===== src/hdl/awfe_pkg.sv =====
// Shared types and constants for the FIFO-replacement address table.
package awfe_pkg;

  // Table geometry
  localparam int ENTRIES = 256;
  localparam int IDX_W   = (ENTRIES > 1) ? $clog2(ENTRIES) : 1;
  localparam int CNT_W   = $clog2(ENTRIES + 1);

  // Address halves; IPv4 keeps only the low word's low bits
  localparam int HALF_W = 64;
  localparam int V4_W   = 32;

  // Stream word widths
  localparam int S_DATA_W = 2 * HALF_W;
  localparam int S_USER_W = 3;
  localparam int M_DATA_W = 16;
  localparam int M_USER_W = 3;

  // Request modes; the unused code behaves as a lookup
  localparam logic [1:0] MODE_LOOKUP        = 2'd0;
  localparam logic [1:0] MODE_INSERT_ABSENT = 2'd1;
  localparam logic [1:0] MODE_INSERT_ALWAYS = 2'd2;

  // Address families
  localparam logic FAM_V4 = 1'b0;
  localparam logic FAM_V6 = 1'b1;

  // One stored table entry, kept normalized (IPv4 has upper bits zero)
  typedef struct packed {
    logic              fam;
    logic [HALF_W-1:0] hi;
    logic [HALF_W-1:0] lo;
  } entry_t;

  localparam int ENTRY_W = $bits(entry_t);

endpackage


===== src/hdl/awfe_match.sv =====
// Entry compare unit: tests one stored entry against the search key.
module awfe_match import awfe_pkg::*; (
  input  entry_t entry,
  input  entry_t key,
  output logic   match
);

  // both sides are normalized, so family plus full 128-bit compare is exact
  always_comb begin
    match = (entry.fam == key.fam) && (entry.hi == key.hi) && (entry.lo == key.lo);
  end

endmodule


===== config.mk =====
export PLATFORM = sky130hd
export DESIGN_NAME = awfe_match
export DESIGN_NICKNAME = d
export VERILOG_FILES = /design/src/hdl/awfe_pkg.sv /design/src/hdl/awfe_match.sv
export SDC_FILE = /design/constraint.sdc
export NUM_CORES = 1
export LEC_CHECK = 0
export BUFFER_PORTS_ARGS = -buffer_cell sky130_fd_sc_hd__buf_2
export CORE_AREA = 2 2 100 102
export DETAILED_ROUTE_END_ITERATION = 10
export DIE_AREA = 0 0 102 104
export GPL_TIMING_DRIVEN = 0
export PLACE_DENSITY = 0.5
export SYNTH_ARGS = -nofsm -noshare
export SYNTH_HDL_FRONTEND = slang
export SYNTH_SLANG_ARGS = --single-unit

===== constraint.sdc =====
create_clock -name vclk -period 3.31
set_clock_uncertainty 0.05 [all_clocks]
set_input_delay 0.662 -clock vclk [all_inputs]
set_output_delay 0.662 -clock vclk [all_outputs]
set_load 0.1 [all_outputs]

# After elaboration in Yosys (flattened, before gate mapping)
# Index checks and enable logic that the tools add are counted.
[classes]
n_eq_ne = 3
n_reduce_logical = 2
[op_table]
columns = ["cell", "n"]
rows = [
  ["$eq A64 B64 Y1", 2],
  ["$logic_and A1 B1 Y1", 2],
  ["$eq A1 B1 Y1", 1],
]
[word_totals]
elab_cells = 5
reg_bits = 0
in_bits = 258
output_inout_bits = 1

# Logic depth before layout (Yosys ltp)
[logic_depth]
depth_word = 3
ltp_mapped = 5
mapped_depth_nobuf = 5

# Worst setup path before layout
# OpenSTA, ideal clock, no wires.
[synth_path]
kind = "input to output"
from = "input key[127] (netlist bit)"
to = "output match"
slack_ps = -543
cell_stages = 5
n_path_buf = 0
required_time_ps = 2598
arrival_time_ps = 3141
path_cell_list = "xor2_1 a221o_1 nor4_1 nand4_1 nor4_2"
[synth_via]
elab_chain_cells = 3
[synth_rtl]
columns = ["item", "line", "source"]
rows = [
  ["start: declaration", "awfe_match.sv:4", "input entry_t key,"],
  ["$eq A64 B64 Y1", "awfe_match.sv:10", "match = (entry.fam == key.fam) && (entry.hi == key.hi) && (entry.lo == key.lo);"],
  ["$logic_and A1 B1 Y1 (2 in a row)", "awfe_match.sv:10", ""],
  ["end: declaration", "awfe_match.sv:5", "output logic match"],
]
# Every way passes these cells.

# Worst setup path after layout
[layout_path]
from = "input key[95] (netlist bit)"
to = "output match"
# The elaborated chain is that of the path after synthesis.

==> results.cfg <==
[global_routing]
grt_pass1_vias = 2239
antenna_found_initial = 0
grt_pass1_wl_um = 9032
grt_remaining_overflow = 0
grt_util_all_layers_pct = 10.22
grt_max_degree = 3

[cells_and_area]
nFlopsAndLatches = 0
nFillCells = 1054
multi_input_area_um2 = 1435
antenna-diode-count = 0
clockBufferCount = 0
finalInstanceArea_um2 = 2920
seq_area_um2 = 0
syn_to_final_growth_pct = 101.6
final_cells = 572
nets = 699
drive_gt1_share_pct = 59.91

[route]
dr.pass1.iters = 2
drc = 0
post_drt_wl_per_cell_um = 10.90
ant_nets = 0
vias = 2219
drt-total-wl_um = 6232
viasPerCell = 3.879
drt-initial-drc-count = 18

[clock_tree]
ctsResizeCount = 0
cts_hold_buf = 0
cts_setup_buffers = 0

[synthesis]
ys_seq_area_share_pct = 0
yosysTopAreaCell = xnor2_1
syn_area_um2 = 1449
post-synth-top-count-cell = xnor2_1
synthTopCellsByArea = xnor2_1 69%, nand4_1 12%, xor2_1 5.4%
synth_cell_types = 14
yosys_warnings = 0
synth_cells = 180
syn_area_per_cell_um2 = 8.049
syn-num-nets = 438
synth_top_area_share_pct = 68.91
synth_commonest_cells = 114 x xnor2_1, 28 x nand4_1, 9 x xor2_1, 8 x nor4_1, 6 x inv_1

[placement]
portBuffers = 259
hpwl_um = 6055
placed_area_um2 = 2920
post-place-cells = 572
gp_congestion = 0.7946

[floorplanning]
die_h_um = 104
die_w_um = 102
start_util_pct = 15.17
core_um2 = 9549
num_rows = 36
ios = 259
die_area_um2 = 10610

[flow_run]
maxCapViolCount = 0

[worst_hold_path]
hp-class = input pin to output port
min_delay_path_depth = 7
hold_path_end = match
hp-start = entry[3]

[timing]
rsz0062_at_grt = no
setup_tns_ns = 0
setup_violations = 0
slew-limit-headroom_pct = 66.84
period_minus_slack_ns = 3.105
max_freq_mhz = 322.1
post-route-period-util_pct = 93.80
tightest_slew_ns = 0.5009
maxSlewViolCount = 0
finalHoldViolations = 0

[critical_path]
crit_required_ns = 2.60
cp_max_fo = 1
crit_path_end_kind = output port
start_kind = input pin
cp_data_arrival_time_ns = 2.39
path_class = input pin to output port

[status]
status = finished, final reports clean

[power]
leakage_uw = 0.001379
powerDensity_nw_per_um2 = 116.2
ir_drop_v = 0.00003540
==> where the power goes <==
part / internal (uW) / leakage (uW) / switching (uW)
logic: 215 / 0.00138 / 125
clock network: 0 / 0 / 0
registers: 0 / 0 / 0
==> routing by layer <==
| metal | vias up | global-route usage, % | share of wire, % |
|---|---|---|---|
| met5 | - | 0 | 0 |
| met3 | 4 | 1.411 | 12 |
| met1 | 928 | 10.12 | 33 |
| met2 | 139 | 22.04 | 55 |
| met4 | 0 | 0.8571 | 0.43 |
| li1 | 1148 | - | - |
==> area by class of cell <==
class / instances / area share (%)
inverters: 6 / 0.7712
multi-input cells: 174 / 49.14
well taps: 133 / 5.698
repair buffers: 259 / 44.39
==> cells in the final DEF (no fill, tap or decap), drive strengths merged <==
cell type    n
buf        259
xnor2      114
nand4       28
nor4        11
xor2         9
inv          6
nand2        3
o2bb2ai      2
nand3        2
o221ai       1
o22ai        1
a22o         1
a221o        1
nor3         1
==> worst max-delay path, stage by stage <==
cell      delay, ns
buf_2          0.10
xnor2_1        0.15
o221ai_1       0.12
nor4_1         0.35
nand4_1        0.24
nor4_4         0.29
buf_2          0.47
==> how the worst max path moves through the flow <==
stage | end | start | cells after the start | slack [ns]
3_5_place_dp | match | key[17] | 7 | 0.11
5_1_grt | match | key[95] | 7 | 0.02
3_3_place_gp | match | key[117] | 7 | 0.11
6_report | match | key[95] | 7 | 0.21
2_1_floorplan | match | key[127] | 5 | 0.06
4_1_cts | match | key[17] | 7 | 0.11
==> cells by family after synthesis <==
family	synth area share, %
AND/OR/NAND/NOR	19.95
buffers and inverters	1.554
XOR/XNOR	74.35
AO/OA/AOI/OAI	4.146
==> stage by stage <==
stage                     total power, uW  util (%)  hold slack, ns  worst slack, ns
after floorplan                     149.1         -           1.623          0.06193
after global placement              335.5     30.58           1.954           0.1146
after detailed placement            342.6     30.58           1.959           0.1079
after CTS                           344.4     30.58           1.964           0.1079
after global routing                372.9     30.58           1.998          0.01732
final                               339.3     30.58           1.951           0.2053
No activity file was read; power rests on OpenSTA's default activity.
