<file path="config.mk">
export PLATFORM = sky130hd
export DESIGN_NAME = awfe_ram
export DESIGN_NICKNAME = d
export VERILOG_FILES = /design/src/hdl/awfe_ram.sv
export SDC_FILE = /design/constraint.sdc
export NUM_CORES = 1
export LEC_CHECK = 0
export ABC_AREA = 1
export BUFFER_PORTS_ARGS = -buffer_cell sky130_fd_sc_hd__buf_2
export CORE_AREA = 3 3 108 110
export CTS_BUF_LIST = sky130_fd_sc_hd__clkbuf_4
export DETAILED_ROUTE_END_ITERATION = 12
export DIE_AREA = 0 0 111 113
export PLACE_DENSITY_LB_ADDON = 0.1
export SLEW_MARGIN = 0
export SYNTH_ARGS = -nofsm -noshare
export SYNTH_HDL_FRONTEND = slang
export SYNTH_SLANG_ARGS = --single-unit
</file>
<file path="constraint.sdc">
create_clock -name clk -period 1.3 [get_ports clk]
set_input_delay 0.13 -clock clk [delete_from_list [all_inputs] [get_ports clk]]
set_output_delay 0.13 -clock clk [all_outputs]
set_load 0.02 [all_outputs]
</file>
<file path="src/hdl/awfe_ram.sv">
// Generic single-write, single-read RAM with registered read data.
module awfe_ram #(
  parameter int WIDTH = 8,
  parameter int DEPTH = 16,
  parameter int AW    = (DEPTH > 1) ? $clog2(DEPTH) : 1
) (
  input  logic             clk,
  input  logic             wr_en,
  input  logic [AW-1:0]    wr_addr,
  input  logic [WIDTH-1:0] wr_data,
  input  logic             rd_en,
  input  logic [AW-1:0]    rd_addr,
  output logic [WIDTH-1:0] rd_data
);

  logic [WIDTH-1:0] mem [DEPTH];

  // write port and registered read port
  always_ff @(posedge clk) begin
    if (wr_en) begin
      mem[wr_addr] <= wr_data;
    end
    if (rd_en) begin
      rd_data <= mem[rd_addr];
    end
  end

endmodule

</file>
After elaboration in Yosys (flattened, before gate mapping) --
Memory sizes are Yosys's and may differ from the RTL's. A register that Yosys moved wholly into a read port is not among the register bits. Cells that the tools add are included.
Word-level totals: flip-flop bits (word level) 0, bits in latches 0, RAM bits 128, ROM bits 0, input bits 19, output and inout bits 8, logic and storage cells 3, memories kept 1
Cells by class: add/subtract/negate cells 0, $mul 0, div/mod/pow operators 0, magnitude comparators 0, eq/ne operators 0, shift operators 0, muxes and demuxes 2, bitwise gates (word level) 0, reductions and logical operators 0
Memories:
- mem | words 16, bits a word 8, rd ports 1, clocked after Yosys merged registers in 1, write ports 1, line 16 | logic [WIDTH-1:0] mem [DEPTH];
Operator list (count):
- $mux W1 | 2

Logic depth before layout (Yosys ltp) --
depth in word-level cells 2, depth in mapped cells 8, gate-level depth less buffers 7

Worst setup path before layout --
No wires, ideal clock.
kind input to register, start input wr_addr[2], end memory mem[10][0], enable pin, setup time 0.370 ns, data arrival time 0.711 ns, path slack 0.219 ns, stages on the path 2, path buffers 0, cell sequence nand3b_1 > nor2_1
RTL lines:
- start: declaration | line 9 | input logic [AW-1:0] wr_addr,
- end: declaration | line 16
Straight into the memory's write port.

Worst setup path after layout --
start register rd_data[0] (read register of mem), end output rd_data[0]
RTL lines:
- start: declaration | line 13 | output logic [WIDTH-1:0] rd_data
No word-level cell between the ends.

==> flow_metrics.env <==
export IMPL_worstPathMaxFanout=1
export IMPL_num_antenna_cells=0
export IMPL_final_antenna_net_count=0
export IMPL_final_nets=621
export IMPL_wirelength_um=13170
export IMPL_fin_crit_ps=1263
export IMPL_crit_path_end_kind="primary output"
export IMPL_crit_required_ps=1170
export IMPL_firstDrtPassIters=5
export IMPL_clk_path_buf_depth=2
export IMPL_synth_top_area_frac=0.6985
export IMPL_grt_pass1_wl_um=20690
export IMPL_routedWlPerCell_um=17.44
export IMPL_slew_violations=0
export IMPL_synth_seq_cells=136
export IMPL_power_density_nw_per_um2=1324
export IMPL_cts_sinks=136
export IMPL_grt_overflow_total=0
export IMPL_clk_latency_ps=510
export IMPL_min_to="mem[9][4]$_DFFE_PP_"
export IMPL_first_iter_violations=276
export IMPL_synth_distinct_cells=11
export IMPL_setup_slack_ps=37.02
export IMPL_fin_util=0.6155
export IMPL_grt_usage=0.2214
export IMPL_io_buffer_count=26
export IMPL_viasPerCell=5.114
export IMPL_fp_dieH_um=113
export IMPL_reg2reg_to="rd_data[5]$_DFFE_PP_"
export IMPL_arrival_ps=1130
export IMPL_setup_viol=0
export IMPL_htree_levels=4
export IMPL_synth_top_area_cell="edfxtp_1"
export IMPL_place_inst=717
export IMPL_reg2reg_from="mem[15][5]$_DFFE_PP_"
export IMPL_place_gp_congestion=0.8266
export IMPL_yosys_warnings=0
export IMPL_io_pins=27
export IMPL_grt_pass1_vias=3785
export IMPL_fin_skew_ps=19.43
export IMPL_netlist_area_um2=5847
export IMPL_drt_drc_violations_left=0
export IMPL_p_leak_uw=0.002880
export IMPL_path_clk_slew_ps=110
export IMPL_slowest_stage="edfxtp_1"
export IMPL_num_vias=3861
export IMPL_rows=38
export IMPL_final_common_cell="nand2_1"
export IMPL_relSlewSlack=0.5788
export IMPL_cts_tree="yes"
export IMPL_cts_made_buffers=17
export IMPL_hold_path_cell_count=1
export IMPL_start_util=0.5417
export IMPL_layout_common_cells="nand2_1, edfxtp_1, inv_1"
export IMPL_reg2regPathDepth=6
export IMPL_hpwl_um=8124
export IMPL_post_cts_setup_buffers=0
export IMPL_synth_area_leaders="edfxtp_1, nand2_1, nand3_1, inv_1, buf_6"
export IMPL_cts_root_buf="clkbuf_4"
export IMPL_timing_fmax_mhz=791.8
export IMPL_instances_no_fill=755
export IMPL_grt_max_degree=36
export IMPL_drive_gt1_frac=0.1301
export IMPL_cp_slowest_stage_delay_ps=460
export IMPL_syn_nets=570
export IMPL_crit_chain="buf_6"
export IMPL_rrSetupSlack_ps=130
export IMPL_rsz0062_at_grt="yes"
export IMPL_ys_seq_area_frac=0.6985
export IMPL_worst_path_buf_inv=1
export IMPL_outcome="finished clean"
export IMPL_synth_avg_cell_area_um2=10.61
export IMPL_crit_type="register to primary output"
export IMPL_period_share=0.9715
export IMPL_start_kind="register"
export IMPL_tightest_slew_ps=630.9
export IMPL_syn_to_final_growth_pct=13.61
export IMPL_coreArea_um2=10790
export IMPL_antenna_found_initial=0
export IMPL_worstHoldStart="wr_data[4]"
export IMPL_synthCells=551
export IMPL_vdd_ir_drop_max_v=0.0006735
export IMPL_drv_cap=0
export IMPL_dp_slack_ps=-91.27
export IMPL_dieArea_um2=12540
export IMPL_cpLargestDelayFamily="flip-flops"
export IMPL_die_w_um=111
export IMPL_hp_class="primary input to register"
export IMPL_hold_viol_final=0
export IMPL_placed_area_um2=6216
export IMPL_fin_area_um2=6643
per-layer routing:
layer,vias to the layer above,global-route usage,share of wire
met4,0,0.07471,0.015
met5,-,0,0
met2,144,0.3402,0.46
met3,13,0.04599,0.068
met1,1819,0.3192,0.45
li1,1885,-,-
logic make-up (layout without fill, tap and decap cells):
group	count (synthesis)	count (layout)	share of synthesized area
simple gates	289	289	0.2076
buf+inv	126	190	0.09394
flops	136	136	0.6985
cells in the mapped netlist:
cell,n
edfxtp_1,136
buf_4,4
nor2_1,17
buf_2,13
nand2_1,173
nand3_1,97
nand3b_1,2
buf_1,1
buf_6,6
inv_2,2
inv_1,100
final cells by class:
cell class	count	area, µm²
fillers	900	4150
flip-flops and latches	136	4084
multi-input cells	289	1214
repair buffers	56	451.7
inverters	102	382.9
clock inverters	15	207.7
well taps	140	175.2
clock buffers	17	127.6
through the flow:
stage                     TNS [ps]  power (µW)  hold WS, ps
after floorplan                  0        5427        228.9
after global placement      -212.5        5688        510.5
after detailed placement    -373.2        5701        514.8
after CTS                   -10.53        8834        7.012
after global routing        -75.05        9139        3.340
final                            0        8795        43.66
state kept, by name (all words and copies together) (netlist names):
signal and flops:
rd_data 8, mem 128
how the worst max path moves through the flow:
| stage | start | to | slack (ps) | cells after the start |
|---|---|---|---|---|
| final | rd_data[0]$_DFFE_PP_ | rd_data[0] | 40 | 1 |
| after global routing | rd_data[0]$_DFFE_PP_ | rd_data[0] | -40 | 1 |
| after CTS | rd_data[0]$_DFFE_PP_ | rd_data[0] | -7 | 1 |
| after detailed placement | rd_addr[1] | rd_data[2]$_DFFE_PP_ | -90 | 6 |
| after global placement | rd_addr[1] | rd_data[4]$_DFFE_PP_ | -80 | 6 |
| after floorplan | wr_addr[2] | mem[10][0]$_DFFE_PP_ | 220 | 2 |
repair_timing:
action	in CTS	in global routing
resized for setup	4	6
endpoints found under the hold margin	21	4
endpoints found under the setup margin	2	5
hold buffers	4	2
power by group:
group / internal [µW] / switching (µW)
clock network: 1690 / 1470
registers: 4930 / 32.0
logic: 215 / 450
total: 6840 / 1960
Note: power is estimated with default switching activity, not from simulation.
